==> src/rtl/lthb_pkg.sv <==
// ----------------------------------------------------------------------------
// lthb_pkg
// shared types and constants of the local threshold binarizer
// ----------------------------------------------------------------------------
package lthb_pkg;

  localparam int SumW   = 24;       // window sum width
  localparam int SqW    = 16;       // window squared width
  localparam int QShift = 21;
  localparam int QOne   = 2097152;  // 1.0 in threshold scaling
  localparam int DevBias = 128;
  localparam logic [7:0] White = 8'd255;
  localparam logic [7:0] Black = 8'd0;

  localparam logic OpLoad  = 1'b0;
  localparam logic OpQuery = 1'b1;

  typedef enum logic [1:0] {
    CFG_WIDTH  = 2'd0,
    CFG_HEIGHT = 2'd1,
    CFG_WINDOW = 2'd2,
    CFG_K      = 2'd3
  } cfg_idx_e;

  typedef enum logic [6:0] {
    S_IDLE  = 7'b0000001,
    S_READ  = 7'b0000010,
    S_DRAIN = 7'b0000100,
    S_DIV   = 7'b0001000,
    S_MUL   = 7'b0010000,
    S_OUT   = 7'b0100000,
    S_WAIT  = 7'b1000000
  } state_e;

  typedef enum logic [1:0] {
    PH_CUR  = 2'd0,
    PH_LEFT = 2'd1,
    PH_UP   = 2'd2,
    PH_WIN  = 2'd3
  } phase_e;

endpackage

==> src/rtl/lthb_div.sv <==
// ----------------------------------------------------------------------------
// lthb_div
// restoring divider, one quotient bit per cycle
// ----------------------------------------------------------------------------
module lthb_div (
  input  logic                         clk_i,
  input  logic                         rst_ni,
  input  logic                         start_i,
  input  logic [lthb_pkg::SumW-1:0]    dividend_i,
  input  logic [lthb_pkg::SqW-1:0]     divisor_i,
  output logic                         done_o,
  output logic [lthb_pkg::SumW-1:0]    quotient_o
);

  localparam int CntW = $clog2(lthb_pkg::SumW);

  logic                       busy_q, done_q;
  logic [CntW-1:0]            cnt_q;
  logic [lthb_pkg::SqW-1:0]   rem_q, dvs_q;
  logic [lthb_pkg::SumW-1:0]  dq_q;
  logic [lthb_pkg::SqW:0]     trial;
  logic                       fits;

  assign trial = {rem_q, dq_q[lthb_pkg::SumW-1]};
  assign fits  = trial >= {1'b0, dvs_q};

  always_ff @(posedge clk_i or negedge rst_ni) begin
    if (!rst_ni) begin
      busy_q <= 1'b0;
      done_q <= 1'b0;
      cnt_q  <= '0;
    end else begin
      done_q <= 1'b0;
      if (start_i) begin
        busy_q <= 1'b1;
        cnt_q  <= '0;
      end else if (busy_q) begin
        if (cnt_q == CntW'(lthb_pkg::SumW - 1)) begin
          busy_q <= 1'b0;
          done_q <= 1'b1;
        end
        cnt_q <= cnt_q + 1'b1;
      end
    end
  end

  always_ff @(posedge clk_i) begin
    if (start_i) begin
      rem_q <= '0;
      dvs_q <= divisor_i;
      dq_q  <= dividend_i;
    end else if (busy_q) begin
      rem_q <= fits ? lthb_pkg::SqW'(trial - {1'b0, dvs_q}) : trial[lthb_pkg::SqW-1:0];
      dq_q  <= {dq_q[lthb_pkg::SumW-2:0], fits};
    end
  end

  assign done_o     = done_q;
  assign quotient_o = dq_q;

endmodule

==> config.mk <==
export PLATFORM = sky130hd
export DESIGN_NAME = lthb_div
export DESIGN_NICKNAME = d
export VERILOG_FILES = /design/src/rtl/lthb_pkg.sv /design/src/rtl/lthb_div.sv
export SDC_FILE = /design/constraint.sdc
export NUM_CORES = 1
export LEC_CHECK = 0
export BUFFER_PORTS_ARGS = -buffer_cell sky130_fd_sc_hd__buf_2
export CORE_UTILIZATION = 27
export CTS_BUF_LIST = sky130_fd_sc_hd__clkbuf_4
export CTS_CLUSTER_DIAMETER = 40
export DETAILED_ROUTE_END_ITERATION = 10
export GPL_TIMING_DRIVEN = 0
export PLACE_DENSITY = 0.54
export SLEW_MARGIN = 30
export SYNTH_ARGS = -nofsm -noshare
export SYNTH_HDL_FRONTEND = slang
export SYNTH_SLANG_ARGS = --single-unit
==> constraint.sdc <==
create_clock -name clk_i -period 3.8 [get_ports clk_i]
set_input_delay 0.57 -clock clk_i [delete_from_list [all_inputs] [get_ports clk_i]]
set_output_delay 0.57 -clock clk_i [all_outputs]
set_load 0.02 [all_outputs]
==> flow_metrics.tcl, run 1 <==
set metrics [dict create \
    outcome "completed" \
    cts_buffers 9 \
    critical_path_class "flop to flop" \
    ys_warn_count 0 \
    cts_tree "built" \
    cts_repair_resize_count 0 \
    synth_edf_count 40 \
    antenna_found_initial 0 \
    vias 2738 \
    dp.final_hpwl_um 5960 \
    ys_seq_area_share_pct 47.9 \
    first_global_vias 2698 \
    path_cells "inv_1 -> ha_1 -> buf_2 -> a21oi_4 -> o21ai_2 -> a311o_1 -> o31ai_4 -> buf_6 -> nand2_1 -> a311oi_2" \
    most-common-layout-cells "buf_2, edfxtp_1, nand2_1, nor2_1, mux2_2" \
    syn_avg_cell_area_um2 11.1 \
    critPathLaunchType "flop" \
    met2WireLength_um 3780 \
    viasPerCell 4.76 \
    max_freq_mhz 377 \
    yosys.cell_types.count 58 \
    ctsHoldBuffers 1 \
    slew_headroom_pct 45.8 \
    ys_async_sr_fraction_pct 11.1 \
    setup-violations-final 0 \
    r2r_slack_ps 1150 \
    rows 41 \
    critPathMaxStageDelay_ps 530 \
    routed.top_layer "met4" \
    hold_class "input pin to flop" \
    worst_pin_slew_ps 812 \
    clk_pin_slew_worst_paths_ps 120 \
    antennaDiodeCount 0 \
    drc 0 \
    final_area_um2 4240 \
    cts_sinks 63 \
    period_share_pct 69.7 \
    firstDrtPassIters 4 \
    cp_num_cells 10 \
    wire_per_inst_um 14.4 \
    die_area_um2 13600 \
    drv_slew 0 \
    max_cap_viol_count 0 \
    die_w_um 117 \
    postCtsSetupBuffers 0 \
    place_area_um2 4100 \
    endpoint "rem_q[11]" \
    setup.worst_path.start "dvs_q[6]" \
    routabilityCongestion 0.814 \
    core-area_um2 12700 \
    grt.total_usage_pct 13.3 \
    synth_cells 319 \
    layout.cells.most_common "buf_2" \
    peakVddDrop_v 0.000157 \
    finClkSkew_ps 15.4 \
    min_period_ps 2650 \
    critical_path.top_delay_family "compound AO/OA/AOI/OAI gates" \
    leakage_nw 1.81 \
    fin_setup_tns_ps 0 \
    grt_pass1_wl_um 13700 \
    crit_required_ps 4130 \
    route.met3.wl_um 419 \
    end_kind "flop" \
    rsz0062_at_grt "false" \
    cp_data_arrival_time_ps 2970 \
    hold_viol_final 0 \
    synth.ff_latch_count 63 \
    fin_nets 459 \
    fin_ws_ps 1150 \
    cts.path.max_buffers 2 \
    clock_latency_ps 420 \
    drt_first_iter_violations 113 \
    p_total_mw 1.50 \
    r2r-start "dvs_q[6]" \
    cp_max_fo 10 \
    pre_cts_slack_ps 1030 \
    slowest_stage "o31ai_4" \
    io_pins 68 \
    initial_utilization_pct 27.8 \
    grt_max_degree 25 \
    grt_overflow 0 \
    area_growth_pct 19.7 \
    drive_above_1_share_pct 32.3 \
    wl_met1_um 3940 \
    syn_area_um2 3540 \
    cp_num_buf_inv 3 \
    ant_nets 0 \
    syn_nets 380 \
    reg2regPathDepth 10 \
    die_h_um 117 \
    reg2reg_to "rem_q[11]" \
    io_buffers 67 \
    power_density_nw_per_um2 355 \
    synth-main-ff-cell "edfxtp_1" \
    wl_um 8300 \
    ctsHtreeMaxLevel 3 \
    root_buffer "clkbuf_4" \
]
[sequential cells by signal (all words and copies together), names as in the netlist]
register	flops
dvs_q	16
rem_q	16
done_o	1
quotient_o	24
busy_q	1
cnt_q	5
[routing by layer]
layer | vias to the layer above | GRT usage [%]
met5 | - | 0
met4 | 0 | 6.58
met3 | 12 | 2.91
met2 | 71 | 20.9
met1 | 1303 | 17.2
li1 | 1352 | -
[metrics by stage]
stage	hold WS, ps	utilization, %	instances
2_1_floorplan	274	-	319
3_3_place_gp	407	32.2	558
3_5_place_dp	411	32.2	558
4_1_cts	291	33.3	575
5_1_grt	295	33.3	575
6_report	314	33.3	575
[layout make-up]
type | count | area [um2]
Clock buffer | 10 | 75.1
Inverter | 20 | 75.1
Tap cell | 172 | 215
Sequential cell | 63 | 1700
Multi-Input combinational cell | 221 | 1700
Buffer | 15 | 76.3
Clock inverter | 6 | 61.3
Timing Repair Buffer | 68 | 345
Fill cell | 1359 | 8480
[how the worst min path moves through the flow]
stage | slack (ps) | depth (start not counted) | start | end
after global placement | 410 | 1 | rst_ni | cnt_q[4]
after floorplan | 270 | 0 | rst_ni | busy_q
final | 310 | 1 | divisor_i[1] | dvs_q[1]
after CTS | 290 | 1 | divisor_i[1] | dvs_q[1]
after global routing | 300 | 1 | divisor_i[1] | dvs_q[1]
after detailed placement | 410 | 1 | rst_ni | cnt_q[2]
[synth_stat cells (6+ instances only)]
cell      count  area, um2
nand2_1      28        105
edfxtp_1     40       1200
dfxtp_1      16        320
a311oi_2      8        120
o21ai_0      15       75.1
ha_1         17        213
inv_1        20       75.1
dfrtp_1       7        175
xor2_1        6       52.6
a21oi_1      13       65.1
nor2_1       27        101
clkbuf_1      9       33.8
mux2_2       23        259
[where the power goes]
part           internal [mW]  total, mW  switching [mW]
Sequential             0.778      0.799          0.0216
Clock                  0.206      0.466           0.260
Combinational          0.102      0.238           0.136
[cells by family after synthesis]
family / Yosys count / synth area share [%]
simple gates: 87 / 11.6
compound gates: 79 / 18.7
flops: 63 / 47.9
buf+inv: 35 / 4.27
mux: 27 / 8.58
fa+ha+maj: 18 / 6.57
xor+xnor: 10 / 2.47
Note: power is estimated with default switching activity, not from simulation.
==> inputs of run 2 (changes only) <==
--- a/config.mk
+++ b/config.mk
@@ -5,6 +5,7 @@
 export SDC_FILE = /design/constraint.sdc
 export NUM_CORES = 1
 export LEC_CHECK = 0
+export ABC_AREA = 1
 export BUFFER_PORTS_ARGS = -buffer_cell sky130_fd_sc_hd__buf_2
 export CORE_UTILIZATION = 27
 export CTS_BUF_LIST = sky130_fd_sc_hd__clkbuf_4
==> constraint.sdc (replaced) <==
create_clock -name clk_i -period 2.6 [get_ports clk_i]
set_input_delay 0.39 -clock clk_i [delete_from_list [all_inputs] [get_ports clk_i]]
set_output_delay 0.39 -clock clk_i [all_outputs]
set_load 0.02 [all_outputs]
==> run 2 against run 1 <==
Against the previous run: sequential power increased by 65%; clock-buffer cell count decreased by 1; combinational power grew to 6.7 times the previous value; synthesized cell count rose by 50%; critical path depth decreased by 4; critical path type is now input pin to flop; sequential cell count unchanged; sequential share of layout area decreased by 1.3 points; clock skew is 6.6 ps higher; routed wire length rose by 7.9%; area after synthesis is 3.6% higher; clock power rose by 29%; first-iteration DRC count grew 13%; largest power group is now combinational logic.
==> flow_metrics.tcl, run 2 <==
set metrics [dict create \
    worst_pin_slew_ps 707 \
    core-area_um2 13200 \
    first_global_vias 3393 \
    hold_end "dvs_q[7]" \
    cts_buffers 9 \
    syn_nets 539 \
    synth_edf_count 40 \
    drv_slew 0 \
    r2r_slack_ps 520 \
    die_area_um2 14100 \
    io_pins 68 \
    wl_um 8960 \
    max_cap_viol_count 0 \
    drive_above_1_share_pct 19.2 \
    fin_ws_ps 469 \
    critPathMaxStageDelay_ps 600 \
    hold_viol_final 0 \
    syn_avg_cell_area_um2 7.68 \
    critical_path_class "input pin to flop" \
    grt_overflow 0 \
    critical_path.top_delay_family "buffers and inverters" \
    p_comb_share_pct 45.2 \
    crit_required_ps 2810 \
    met3_usage_pct 4.54 \
    pre_cts_slack_ps -96.9 \
    io_buffers 67 \
    hold_class "input pin to flop" \
    placedCellCount 722 \
    min_period_ps 2130 \
    setup-violations-final 0 \
    final_cells 740 \
    cts.path.max_buffers 2 \
    viasPerCell 4.38 \
    vias 3244 \
    die_w_um 119 \
    ys_warn_count 0 \
    grt_pass1_wl_um 15300 \
    seq_power_share_pct 37.6 \
    r2r-start "dvs_q[12]" \
    reg2regPathDepth 9 \
    firstDrtPassIters 4 \
    power_density_nw_per_um2 800 \
    clk_pin_slew_worst_paths_ps 130 \
    synth.ff_latch_count 63 \
    drt_first_iter_violations 128 \
    ys_top_cells_by_area "edfxtp_1, nand2_1, dfxtp_1, inv_1, ha_1" \
    cp_data_arrival_time_ps 2340 \
    cp_max_fo 19 \
    antenna_found_initial 1 \
    synth-main-ff-cell "edfxtp_1" \
    largest_reg_flops 24 \
    cts_repair_resize_count 0 \
    most-common-layout-cells "nand2_1, inv_1, buf_2" \
    die_h_um 119 \
    slew_headroom_pct 52.7 \
    area_growth_pct 19.4 \
    reg2reg_to "rem_q[9]" \
    layout.cells.most_common "nand2_1" \
    path_cells "buf_2 -> clkbuf_1 -> nor2_1 -> inv_1 -> clkbuf_2 -> buf_16" \
    synth_most_common_cell "nand2_1" \
    cts_sinks 63 \
    cp_num_buf_inv 5 \
    root_buffer "clkbuf_4" \
    period_share_pct 82.0 \
    slowest_stage "nor2_1" \
    rsz0062_at_grt "false" \
    ys_async_sr_fraction_pct 11.1 \
    p_clk_share_pct 17.2 \
    drc 0 \
    hold_start "divisor_i[7]" \
    gr-max-usage-layer "met2" \
    ant_nets 0 \
    yosysTopAreaCell "edfxtp_1" \
    met1_usage_pct 16.5 \
    peakVddDrop_v 0.000289 \
    max_freq_mhz 469 \
    routabilityCongestion 0.871 \
    hold_slack_ps 107 \
    clock_latency_ps 450 \
    syn_area_um2 3670 \
    postCtsSetupBuffers 0 \
    yosys.cell_types.count 33 \
    grt.total_usage_pct 13.9 \
    critPathLaunchType "input pin" \
    grt_max_degree 20 \
    ys_seq_area_share_pct 46.2 \
    grt_use_met2_pct 22.3 \
    leakage_nw 2.28 \
    synth_cells 478 \
    place_area_um2 4260 \
    finClkSkew_ps 22.0 \
    swShare_pct 42.4 \
    synth_common_cells "nand2_1, inv_1, edfxtp_1" \
    whs_path_depth 1 \
    final_area_um2 4380 \
    internal-power_mw 2.02 \
    switchingPower_mw 1.49 \
    dp.final_hpwl_um 6710 \
    outcome "completed" \
    initial_utilization_pct 27.7 \
    rows 42 \
    synth_top_area_share_pct 32.7 \
    end_kind "flop" \
    ctsHtreeMaxLevel 3 \
    fin_nets 619 \
    cts_tree "built" \
    wire_per_inst_um 12.1 \
]
## run 2: cell count changes in the layout (fill, tap and decap cells not counted), moves of 5 or more
cell,delta
nand3b_1,+6
inv_1,+52
mux2_2,-23
o21ai_0,-5
o21a_1,-5
nand3_1,+30
nand2_1,+165
xor2_1,-5
a311oi_2,-8
nor2_1,-8
## run 2: layout make-up
class                           count  area [um2]
Antenna cell                        1        2.50
Clock buffer                        9        67.6
Multi-Input combinational cell    328        1630
Sequential cell                    63        1700
Timing Repair Buffer               69         373
Tap cell                          176         220
Fill cell                        1448        8860
Inverter                           76         285
Buffer                             11        60.1
Clock inverter                      7        48.8
## run 2: logic make-up after synthesis
group / synth area share (%)
flip-flops: 46.2
AND/OR/NAND/NOR: 32.5
XOR/XNOR: 1.43
AO/OA/AOI/OAI: 4.16
buffers and inverters: 9.37
adder cells (fa/ha/maj): 6.34
## run 2: timing repair
| action | in CTS | in global routing |
|---|---|---|
| endpoints found under the hold margin | 7 | 0 |
| hold buffers | 1 | 0 |
| endpoints found under the setup margin | 0 | 0 |
## run 2: per-stage QoR
| step | setup TNS, ps | power (mW) | util (%) |
|---|---|---|---|
| after global placement | -28630 | 2.91 | 31.9 |
| final | 0 | 3.51 | 33.1 |
| after floorplan | 0 | 2.54 | - |
| after global routing | 0 | 3.83 | 33.1 |
| after detailed placement | -1250 | 2.93 | 32.1 |
| after CTS | 0 | 3.56 | 33.1 |
## run 2: how the worst max path moves through the flow
stage	from	endpoint	slack (ps)	cells past startpoint
floorplan	start_i	quotient_o[0]	480	4
global placement	start_i	quotient_o[6]	-890	5
detailed placement	start_i	quotient_o[7]	-100	6
CTS	start_i	quotient_o[5]	420	6
global route	start_i	quotient_o[5]	310	6
finish	start_i	quotient_o[6]	470	6
## run 2: layer usage
metal  vias to the layer above  part of all wire, %
met2                        82                   45
met5                         -                    0
met4                         0                  2.8
met3                        20                  5.9
li1                       1678                    -
met1                      1464                   47
## run 2: power by group through the flow
stage	registers [mW]	clock network [mW]	logic (mW)
finish	1.32	0.603	1.59
CTS	1.32	0.638	1.60
floorplan	1.37	0	1.17
detailed placement	1.34	0	1.59
global route	1.34	0.669	1.82
global placement	1.34	0	1.58
==> inputs of run 3 (changes only) <==
==> constraint.sdc (replaced) <==
create_clock -name clk_i -period 2.16 [get_ports clk_i]
set_input_delay 0.324 -clock clk_i [delete_from_list [all_inputs] [get_ports clk_i]]
set_output_delay 0.324 -clock clk_i [all_outputs]
set_load 0.02 [all_outputs]
==> run 3 against run 2 <==
Against the previous run: via count decreased by 0.55%; routed wire length increased by 0.30%; largest power group unchanged; clock power is 21% higher; non-clock buffer count rose by 6; sequential cell count stayed put; highest routed layer unchanged; die area unchanged; critical path depth up 6.
==> flow_metrics.tcl, run 3 (synthesized netlist as in run 2, its figures left out) <==
set metrics [dict create \
    crit_required_ps 2480 \
    period_share_pct 92.7 \
    first_global_vias 3403 \
    end_kind "flop" \
    cts.path.max_buffers 2 \
    core-area_um2 13200 \
    ctsHtreeMaxLevel 3 \
    hold_end "dvs_q[2]" \
    antenna_found_initial 1 \
    max_cap_viol_count 0 \
    cp_max_fo 10 \
    hold_class "input pin to flop" \
    whs_path_depth 1 \
    reg2reg_to "rem_q[9]" \
    seq_power_share_pct 37.2 \
    area_growth_pct 21.3 \
    hold_slack_ps 45.3 \
    outcome "completed" \
    cts_sinks 63 \
    finClkSkew_ps 19.9 \
    swShare_pct 42.4 \
    io_pins 68 \
    root_buffer "clkbuf_4" \
    fin_ws_ps 157 \
    grt.total_usage_pct 13.9 \
    slew_headroom_pct 52.2 \
    p_comb_share_pct 45.7 \
    cts_buffers 9 \
    die_h_um 119 \
    ant_nets 0 \
    critical_path.top_delay_family "simple AND/OR/NAND/NOR gates" \
    grt_pass1_wl_um 15300 \
    n_fill_cell 1446 \
    critical_path_class "flop to flop" \
    largest_reg_flops 24 \
    max_freq_mhz 499 \
    drt_first_iter_violations 121 \
    firstDrtPassIters 4 \
    pre_cts_slack_ps -471 \
    switchingPower_mw 1.81 \
    hold_start "divisor_i[2]" \
    initial_utilization_pct 27.7 \
    io_buffers 67 \
    final_area_um2 4450 \
    final_cells 746 \
    cts_tree "built" \
    power_density_nw_per_um2 959 \
    drv_slew 0 \
    peakVddDrop_v 0.000348 \
    critPathLaunchType "flop" \
    routabilityCongestion 0.871 \
    hold_viol_final 0 \
    clock_latency_ps 450 \
    drc 0 \
    critPathMaxStageDelay_ps 360 \
    p_clk_share_pct 17.0 \
    drive_above_1_share_pct 20.6 \
    viasPerCell 4.32 \
    r2r_slack_ps 160 \
    p_total_mw 4.27 \
    reg2regPathDepth 12 \
    place_area_um2 4260 \
    path_cells "inv_1 -> ha_1 -> nand2_1 -> nor2_2 -> nand3_1 -> o21ai_2 -> nor2_4 -> nand2_4 -> buf_8 -> nand2_1 -> nand3_1 -> o21ai_1" \
    slowest_stage "ha_1" \
    vias 3226 \
    die_w_um 119 \
    wire_per_inst_um 12.0 \
    clk_pin_slew_worst_paths_ps 120 \
    grt_overflow 0 \
    fin_nets 625 \
    setup-violations-final 0 \
    die_area_um2 14100 \
    cp_num_buf_inv 2 \
    wl_um 8990 \
    leakage_nw 2.31 \
    placedCellCount 722 \
    rows 42 \
    cp_data_arrival_time_ps 2320 \
    rsz0062_at_grt "false" \
    dp.final_hpwl_um 6710 \
    min_period_ps 2000 \
    layout.cells.most_common "nand2_1" \
    most-common-layout-cells "nand2_1, inv_1, buf_2" \
    r2r-start "dvs_q[2]" \
    worst_pin_slew_ps 715 \
    internal-power_mw 2.46 \
    grt_max_degree 20 \
]
==> run 3: cell types whose count changed in the layout (fill, tap and decap cells not counted) <==
cell	before	now
buf_4	1	5
buf_6	0	1
clkbuf_1	6	5
dlygate4sd3_1	1	3
fa_1	1	0
fa_2	0	1
nor2_1	19	17
nor2_2	3	5
o21bai_1	2	1
o21bai_2	0	1
==> run 3: layer usage <==
metal | vias to the layer above | GRT usage (%) | part of all wire, %
li1 | 1685 | - | -
met1 | 1453 | 16.6 | 47
met2 | 70 | 22.3 | 45
met3 | 18 | 4.44 | 5.6
met4 | 0 | 7.12 | 2.5
met5 | - | 0 | 0
==> run 3: cell type report <==
type / instances / area, um2 / area share, %
Multi-Input combinational cell: 328 / 1640 / 36.9
Clock buffer: 9 / 67.6 / 1.52
Sequential cell: 63 / 1700 / 38.1
Clock inverter: 7 / 48.8 / 1.10
Tap cell: 176 / 220 / 4.95
Timing Repair Buffer: 75 / 423 / 9.50
Antenna cell: 1 / 2.50 / 0.0562
Inverter: 76 / 285 / 6.41
Buffer: 11 / 67.6 / 1.52
==> run 3: through the flow <==
| stage | utilization (%) | TNS [ps] |
|---|---|---|
| 6_report | 33.6 | 0 |
| 5_1_grt | 33.6 | 0 |
| 4_1_cts | 33.2 | 0 |
| 3_5_place_dp | 32.1 | -12380 |
| 3_3_place_gp | 31.9 | -40970 |
| 2_1_floorplan | - | 0 |
==> run 3: timing repair <==
| item | 4_1_cts | 5_1_grt |
|---|---|---|
| gates resized for setup | 0 | 10 |
| buffers inserted | 0 | 4 |
| setup endpoints to repair | 0 | 23 |
| endpoints found under the hold margin | 9 | 0 |
| hold buffers | 3 | 0 |
==> run 3: worst max-delay path by stage <==
stage	start	end	depth (start not counted)
after CTS	start_i	quotient_o[5]	6
after global placement	start_i	quotient_o[6]	5
after global routing	dvs_q[4]	rem_q[9]	14
after detailed placement	start_i	quotient_o[7]	6
final	dvs_q[2]	rem_q[9]	12
after floorplan	start_i	quotient_o[0]	4
==> run 3: power groups by stage <==
stage	Sequential [mW]	Clock, mW	Combinational [mW]
2_1_floorplan	1.65	0	1.41
3_3_place_gp	1.61	0	1.90
3_5_place_dp	1.61	0	1.91
4_1_cts	1.59	0.768	1.92
5_1_grt	1.61	0.805	2.23
6_report	1.59	0.727	1.95
